$ cat config.mk
export PLATFORM = sky130hd
export DESIGN_NAME = sector_record_validator
export DESIGN_NICKNAME = d
export VERILOG_FILES = /design/src/hdl/svr_pkg.sv /design/src/hdl/sector_record_validator.sv /design/src/hdl/svr_check_core.sv
export SDC_FILE = /design/constraint.sdc
export NUM_CORES = 1
export LEC_CHECK = 0
export BUFFER_PORTS_ARGS = -buffer_cell sky130_fd_sc_hd__buf_2
export CORE_AREA = 2 2 197 199
export CTS_BUF_LIST = sky130_fd_sc_hd__clkbuf_4
export DETAILED_ROUTE_END_ITERATION = 16
export DIE_AREA = 0 0 199 201
export GPL_TIMING_DRIVEN = 0
export SLEW_MARGIN = 20
export SYNTH_ARGS = -nofsm -noshare
export SYNTH_HDL_FRONTEND = slang
export SYNTH_SLANG_ARGS = --single-unit
$ cat constraint.sdc
create_clock -name clk -period 6.3 [get_ports clk]
set_clock_uncertainty 0.15 [all_clocks]
set_input_delay 0.315 -clock clk [delete_from_list [all_inputs] [get_ports clk]]
set_output_delay 0.315 -clock clk [all_outputs]
set_load 0.02 [all_outputs]
$ cat src/hdl/svr_pkg.sv
// shared types, constants and the crc-32 byte update for the sector record validator
// no dependencies; imported by every module of the block
package svr_pkg;

  // sector framing
  localparam logic [31:0] MAGIC_WORD   = 32'h344D_4354;
  localparam logic [31:0] CRC_POLY     = 32'hEDB8_8320;
  localparam logic [31:0] CRC_INIT     = 32'hFFFF_FFFF;
  localparam logic [15:0] COUNT_MASK   = 16'hFFFF;
  localparam int          ENTRY_LIMIT  = 512;
  localparam int          SECTOR_BYTES = 4096;

  // byte position and header landmarks
  localparam int          POS_W        = 13;
  localparam int          END_W        = 19;
  localparam logic [POS_W-1:0] POS_MAX   = 13'd8191;
  localparam logic [POS_W-1:0] POS_MAGIC = 13'd3;
  localparam logic [POS_W-1:0] POS_NONCE = 13'd7;
  localparam logic [POS_W-1:0] POS_X     = 13'd11;
  localparam logic [POS_W-1:0] POS_Z     = 13'd15;
  localparam logic [POS_W-1:0] POS_COUNT = 13'd19;
  localparam logic [POS_W-1:0] HDR_BYTES = 13'd20;

  // configuration port
  localparam int   CFG_ADDR_W     = 3;
  localparam logic REG_NONCE_SLOT = 1'b0;

  typedef enum logic [2:0] {
    ST_OK        = 3'd0,
    ST_BAD_MAGIC = 3'd1,
    ST_NONCE     = 3'd2,
    ST_COUNT     = 3'd3,
    ST_OVERRUN   = 3'd4,
    ST_CRC       = 3'd5
  } status_t;

  typedef struct packed {
    logic [7:0] sector_byte;
    logic       last_byte;
  } in_item_t;

  typedef struct packed {
    logic               accepted;
    logic [2:0]         status;
    logic signed [31:0] chunk_x;
    logic signed [31:0] chunk_z;
    logic [9:0]         entry_count;
  } out_item_t;

  // reflected crc-32, one byte, eight bit steps
  function automatic logic [31:0] crc32_byte(input logic [31:0] c, input logic [7:0] b);
    logic [31:0] r;
    r = c ^ {24'd0, b};
    for (int k = 0; k < 8; k++) begin
      r = r[0] ? ((r >> 1) ^ CRC_POLY) : (r >> 1);
    end
    return r;
  endfunction

endpackage

$ cat src/hdl/sector_record_validator.sv
// top level: byte input register, check core, verdict register and the register port
// depends on svr_pkg and svr_check_core
//
// Takes one sector byte per clock cycle, back to back, and returns one verdict per
// sector from the verdict register. Each byte passes through an input register, a
// combinational check stage (an eight-step crc-32 byte update and the header
// compares) and, for the last byte, a verdict register. The input stalls only
// while a last byte waits behind a verdict that is itself stalled. The expected nonce
// lives at byte address 0 of the register port and should be written between sectors.
module sector_record_validator #(
  parameter int MAX_COUNT   = svr_pkg::ENTRY_LIMIT,
  parameter int SECTOR_SIZE = svr_pkg::SECTOR_BYTES
) (
  input  logic                             clk,
  input  logic                             rst_n,
  input  logic                             in_valid,
  output logic                             in_stall,
  input  svr_pkg::in_item_t                in_data,
  output logic                             out_valid,
  input  logic                             out_stall,
  output svr_pkg::out_item_t               out_data,
  input  logic                             psel,
  input  logic                             penable,
  input  logic                             pwrite,
  input  logic [svr_pkg::CFG_ADDR_W-1:0]   paddr,
  input  logic [31:0]                      pwdata,
  output logic [31:0]                      prdata,
  output logic                             pready
);
  import svr_pkg::*;

  logic       s1_valid_r, s1_valid_nxt;
  in_item_t   s1_data_r;
  logic       out_valid_r, out_valid_nxt;
  out_item_t  out_data_r;
  out_item_t  verdict;
  logic [31:0] nonce_r;
  logic       advance;
  logic       in_take;
  logic       cfg_write;

  // pipeline control
  always_comb begin
    advance       = s1_valid_r && !(s1_data_r.last_byte && out_valid_r && out_stall);
    in_stall      = s1_valid_r && !advance;
    in_take       = in_valid && !in_stall;
    s1_valid_nxt  = in_take ? 1'b1 : (advance ? 1'b0 : s1_valid_r);
    out_valid_nxt = (advance && s1_data_r.last_byte) ? 1'b1 : (out_stall ? out_valid_r : 1'b0);
  end

  // input register
  always_ff @(posedge clk) begin
    if (!rst_n) begin
      s1_valid_r <= 1'b0;
    end else begin
      s1_valid_r <= s1_valid_nxt;
    end
    if (in_take) begin
      s1_data_r <= in_data;
    end
  end

  svr_check_core #(
    .MAX_COUNT   (MAX_COUNT),
    .SECTOR_SIZE (SECTOR_SIZE)
  ) u_core (
    .clk            (clk),
    .rst_n          (rst_n),
    .step           (advance),
    .item           (s1_data_r),
    .expected_nonce (nonce_r),
    .verdict        (verdict)
  );

  // verdict register
  always_ff @(posedge clk) begin
    if (!rst_n) begin
      out_valid_r <= 1'b0;
    end else begin
      out_valid_r <= out_valid_nxt;
    end
    if (advance && s1_data_r.last_byte) begin
      out_data_r <= verdict;
    end
  end

  assign out_valid = out_valid_r;
  assign out_data  = out_data_r;

  // register port, written in the access phase
  assign pready    = 1'b1;
  assign cfg_write = psel && penable && pwrite && pready && (paddr[2] == REG_NONCE_SLOT);
  assign prdata    = (paddr[2] == REG_NONCE_SLOT) ? nonce_r : 32'd0;

  always_ff @(posedge clk) begin
    if (!rst_n) begin
      nonce_r <= '0;
    end else if (cfg_write) begin
      nonce_r <= pwdata;
    end
  end

endmodule

$ cat src/hdl/svr_check_core.sv
// per-sector state and the header, length and checksum checks for one byte
// depends on svr_pkg (types, landmarks, crc32_byte)
module svr_check_core #(
  parameter int MAX_COUNT   = svr_pkg::ENTRY_LIMIT,
  parameter int SECTOR_SIZE = svr_pkg::SECTOR_BYTES
) (
  input  logic               clk,
  input  logic               rst_n,
  input  logic               step,
  input  svr_pkg::in_item_t  item,
  input  logic [31:0]        expected_nonce,
  output svr_pkg::out_item_t verdict
);
  import svr_pkg::*;

  logic [POS_W-1:0] pos_r, pos_nxt;
  logic [31:0]      crc_r, crc_nxt;
  logic [31:0]      word_r, word_nxt;
  logic [31:0]      cx_r, cx_nxt;
  logic [31:0]      cz_r, cz_nxt;
  logic [15:0]      count_r, count_nxt;
  logic [31:0]      snap_r, snap_nxt;
  status_t          fault_r, fault_nxt;

  logic [END_W-1:0] idx;
  logic [END_W-1:0] body_end;
  logic [END_W-1:0] body_end_new;
  logic [END_W-1:0] fit_end;
  logic             in_body;
  logic [31:0]      crc_upd;
  status_t          final_status;

  // running checksum and the word window
  always_comb begin
    idx      = {{(END_W-POS_W){1'b0}}, pos_r};
    body_end = {{(END_W-POS_W){1'b0}}, HDR_BYTES} + {1'b0, count_r, 2'b00};
    word_nxt = {item.sector_byte, word_r[31:8]};
    in_body  = idx < body_end;
    crc_upd  = crc32_byte(crc_r, item.sector_byte);
    crc_nxt  = in_body ? crc_upd : crc_r;
    snap_nxt = (in_body && (idx + 19'd1 == body_end)) ? ~crc_upd : snap_r;
    pos_nxt  = (pos_r < POS_MAX) ? pos_r + 13'd1 : pos_r;
  end

  // header fields and the first failing check
  always_comb begin
    fault_nxt = fault_r;
    cx_nxt    = cx_r;
    cz_nxt    = cz_r;
    count_nxt = count_r;
    fit_end   = 19'd24 + {1'b0, word_nxt[15:0] & COUNT_MASK, 2'b00};
    if (fault_r == ST_OK) begin
      if (pos_r == POS_MAGIC && word_nxt != MAGIC_WORD) begin
        fault_nxt = ST_BAD_MAGIC;
      end else if (pos_r == POS_NONCE && word_nxt != expected_nonce) begin
        fault_nxt = ST_NONCE;
      end else if (pos_r == POS_X) begin
        cx_nxt = word_nxt;
      end else if (pos_r == POS_Z) begin
        cz_nxt = word_nxt;
      end else if (pos_r == POS_COUNT) begin
        count_nxt = word_nxt[15:0] & COUNT_MASK;
        if ({3'd0, count_nxt} > END_W'(MAX_COUNT)) begin
          fault_nxt = ST_COUNT;
        end else if (fit_end > END_W'(SECTOR_SIZE)) begin
          fault_nxt = ST_OVERRUN;
        end
      end else if (pos_r >= HDR_BYTES && idx == body_end + 19'd3 && word_nxt != snap_r) begin
        fault_nxt = ST_CRC;
      end
    end else if (pos_r == POS_X) begin
      cx_nxt = word_nxt;
    end else if (pos_r == POS_Z) begin
      cz_nxt = word_nxt;
    end
  end

  // verdict for a last byte; a short sector counts as a checksum mismatch
  always_comb begin
    body_end_new = {{(END_W-POS_W){1'b0}}, HDR_BYTES} + {1'b0, count_nxt, 2'b00};
    final_status = fault_nxt;
    if (fault_nxt == ST_OK && (pos_r < POS_COUNT || idx < body_end_new + 19'd3)) begin
      final_status = ST_CRC;
    end
    verdict.accepted    = (final_status == ST_OK);
    verdict.status      = final_status;
    verdict.chunk_x     = cx_nxt;
    verdict.chunk_z     = cz_nxt;
    verdict.entry_count = (final_status == ST_OK) ? count_nxt[9:0] : 10'd0;
  end

  // state update; a last byte returns the sector state to reset
  always_ff @(posedge clk) begin
    if (!rst_n || (step && item.last_byte)) begin
      pos_r   <= '0;
      crc_r   <= CRC_INIT;
      word_r  <= '0;
      cx_r    <= '0;
      cz_r    <= '0;
      count_r <= '0;
      snap_r  <= '0;
      fault_r <= ST_OK;
    end else if (step) begin
      pos_r   <= pos_nxt;
      crc_r   <= crc_nxt;
      word_r  <= word_nxt;
      cx_r    <= cx_nxt;
      cz_r    <= cz_nxt;
      count_r <= count_nxt;
      snap_r  <= snap_nxt;
      fault_r <= fault_nxt;
    end
  end

endmodule

==> flow_summary.yaml <==
floorplanning:
  design.die.area_mm2: 0.04000
  ioPinCount: 164
  initial_core_util_pct: 39.44
  die_y_um: 201
  die_w_um: 199
  fp.coreArea_mm2: 0.03811
  rows: 72
sta:
  clock.fmax_ghz: 0.1665
  tightest_slew_ps: 1018
  hold_viol: 0
  slew_headroom_pct: 31.49
  slew_viol_final: 0
  setup-tns-final_ps: 0
  setup_viol_count_final: 0
  min_period_over_period_pct: 95.33
  rsz0062_at_grt: "false"
  min_period_ps: 6006
placement:
  place_area_mm2: 0.01651
  dp_hpwl_um: 32350
  portBuffers: 160
  gp_congestion: 0.9070
logic_synthesis:
  synth_area_leaders: "dfxtp_1, edfxtp_1, nand2_1"
  synth.avg_cell_area_um2: 9.248
  synth_nets: 1702
  synth_top_area_share_pct: 29.04
  synth_area_leader_cell: "dfxtp_1"
  yosysSeqAreaShare_pct: 46.42
  syn_area_mm2: 0.01503
  synth_flop_cell: "dfxtp_1"
  synth.ff_latch_count: 305
  ys_warn_count: 0
  synth_edf_count: 87
  synth.distinct_cells: 68
  synthCells: 1625
  async_flop_share_pct: 0
grt:
  overflow: 0
  grt_max_degree: 62
  antenna_found_initial: 2
  track_usage_pct: 22.46
  grt_pass1_wl_um: 68900
  grt_pass1_vias: 12550
drt:
  met1_length_um: 19260
  dr.pass1.iters: 5
  via_per_inst: 5.171
  drcViolationCount: 0
  met3_length_um: 3069
  finalWirelength_um: 45000
  wl_per_cell_um: 17.96
  drtIter0Drc: 966
  met2WireLength_um: 21150
  num_vias: 12960
  ant_nets: 0
  top_layer: "met4"
critical_path:
  reg2reg_depth: 21
  crit_slowest_cell: "a21oi_1"
  crit_buf_inv: 5
  crit_cells: 21
  r2r_slack_ps: 290
  critPathLaunchType: "flop"
  required_ps: 6630
  slowest_delay_ps: 570
  timing.rr.start: "u_core.pos_r[0]"
  worst-endpoint-arrival_ps: 6340
  cp_top_family: "compound AO/OA/AOI/OAI gates"
  startpoint: "u_core.pos_r[0]"
  critPathCaptureType: "flop"
  cp-endpoint: "out_data[2]"
  setup.worst_path.class: "flop to flop"
  crit_chain: "ha_1 -> nor4bb_1 -> nand4_2 -> clkbuf_1 -> buf_1 -> a21oi_1 -> inv_1 -> ha_1 -> inv_1 -> nand2_1 -> a21oi_1 -> nor3_1 -> a21oi_1 -> ha_1 -> a2111oi_0 -> o21ai_0 -> a31oi_1 -> o21ai_0 -> nand4_1 -> buf_2 -> nor3_1"
  r2r-end: "out_data[2]"
  cp_max_fo: 10
job:
  drv_cap: 0
cts:
  cts-htree-levels: 3
  clk_latency_ps: 790
  clock_path_buffers: 3
  cts.sinks: 305
  numCtsBuffers: 83
  cts_root_buf: "clkbuf_4"
  clkSlewWorstSetupHoldPaths_ps: 60
  post_cts_buffers: 0
  cts_tree: "done"
cells_and_area:
  drive_gt1_share_pct: 20.50
  final_cell_mix: "nand2_1, dfxtp_1, buf_2, clkbuf_4, xnor2_1"
  final_common_cell: "nand2_1"
  nets: 1997
  area_growth_syn_to_layout_pct: 20.48
  final_cell_area_mm2: 0.01811
  n_fill_cell: 3689
outcome:
  outcome: "completed"
hold_path:
  hold_path_class: "primary input to flop"
power_and_ir_drop:
  leakage_nw: 6.818
  vdd_drop_max_uv: 139.2
  p_per_area_mw_per_mm2: 250.0
## flip-flops by register name (all words and copies together) (netlist names)
register / flops
u_core.fault_r: 3
out_valid: 1
s1_valid_r: 1
u_core.pos_r: 13
u_core.cz_r: 32
u_core.word_r: 24
out_data: 78
s1_data_r: 9
u_core.cx_r: 32
u_core.crc_r: 32
u_core.count_r: 16
nonce_r: 32
u_core.snap_r: 32
## worst min-delay path by stage
stage / start / end / slack, ps / cells after the start
2_1_floorplan: in_data[0] / s1_data_r[0] / 260 / 0
3_3_place_gp: u_core.cz_r[14] / u_core.cz_r[14] / 290 / 2
3_5_place_dp: u_core.cx_r[4] / u_core.cx_r[4] / 300 / 2
4_1_cts: rst_n / u_core.snap_r[8] / 20 / 5
5_1_grt: rst_n / u_core.snap_r[8] / 60 / 5
6_report: rst_n / nonce_r[29] / 60 / 3
## metal layers
| layer | GRT usage [%] | vias up |
|---|---|---|
| li1 | - | 6221 |
| met1 | 29.10 | 6167 |
| met2 | 36.10 | 455 |
| met3 | 4.956 | 115 |
| met4 | 9.382 | 0 |
| met5 | 0 | - |
## cell type report
cell class / instances / area, um^2 / area share (%)
Antenna cell: 3 / 7.507 / 0.04146
Buffer: 127 / 520.5 / 2.875
Clock buffer: 134 / 1006 / 5.556
Clock inverter: 16 / 91.34 / 0.5045
Inverter: 23 / 88.84 / 0.4906
Multi-Input combinational cell: 1170 / 7448 / 41.14
Sequential cell: 305 / 6977 / 38.53
Tap cell: 518 / 648.1 / 3.580
Timing Repair Buffer: 210 / 1319 / 7.284
## cells in the mapped netlist, types with 3 or more instances
| master | n |
|---|---|
| nor4_1 | 15 |
| inv_1 | 23 |
| a21boi_0 | 33 |
| buf_2 | 19 |
| dfxtp_1 | 218 |
| clkbuf_1 | 101 |
| a211oi_1 | 3 |
| edfxtp_1 | 87 |
| nand4_1 | 31 |
| xnor3_1 | 3 |
| mux2i_1 | 42 |
| a21oi_1 | 122 |
| a21o_1 | 6 |
| and2_1 | 4 |
| xnor2_1 | 131 |
| or4_1 | 4 |
| nor2b_1 | 35 |
| or3_1 | 6 |
| and3_1 | 7 |
| o21a_1 | 4 |
| a31oi_1 | 7 |
| nor3_1 | 31 |
| nand2b_1 | 6 |
| buf_4 | 3 |
| nor2_1 | 43 |
| nand3_1 | 16 |
| xor2_1 | 43 |
| nand4b_1 | 4 |
| o21ai_0 | 32 |
| mux2_2 | 67 |
| o211a_1 | 4 |
| o211ai_1 | 32 |
| ha_1 | 26 |
| nand2_1 | 375 |
## worst register-to-register path, delay by kind of cell, from the launching register on
family,cells,cell delay [ps]
buffers and inverters,5,1210
DFF,1,420
adders and majority gates,3,890
and+or+nand+nor,6,1160
AOI/OAI and AO/OA,7,1870
## logic make-up after synthesis
logic type / share of synthesized area [%]
compound gates: 10.67
flops: 46.42
fa+ha+maj: 2.165
xor+xnor: 10.75
simple gates: 18.12
other cells: 0.02495
mux: 7.818
buf+inv: 4.038
## stage by stage
stage | instances | utilization (%) | total power (W) | hold WS [ps] | setup WS [ps]
2_1_floorplan | 1625 | - | 0.002520 | 263.9 | 1789
3_3_place_gp | 2303 | 43.24 | 0.002714 | 287.4 | 423.1
3_5_place_dp | 2304 | 43.32 | 0.002718 | 295.2 | 426.0
4_1_cts | 2503 | 47.48 | 0.004567 | 21.11 | 387.3
5_1_grt | 2506 | 47.51 | 0.004715 | 62.46 | 42.37
6_report | 2506 | 47.51 | 0.004527 | 64.54 | 294.1
## power by group
group          switching (W)  total, W  internal, W
Clock               0.000823   0.00182     0.000998
Sequential         0.0000255   0.00208      0.00206
Combinational       0.000405  0.000625     0.000220
## what timing repair did
action | 4_1_cts | 5_1_grt
endpoints found under the hold margin | 52 | 0
resized for setup | 0 | 1
endpoints found under the setup margin | 0 | 1
hold buffers | 49 | 0
Power figures use the tool's default switching activity.
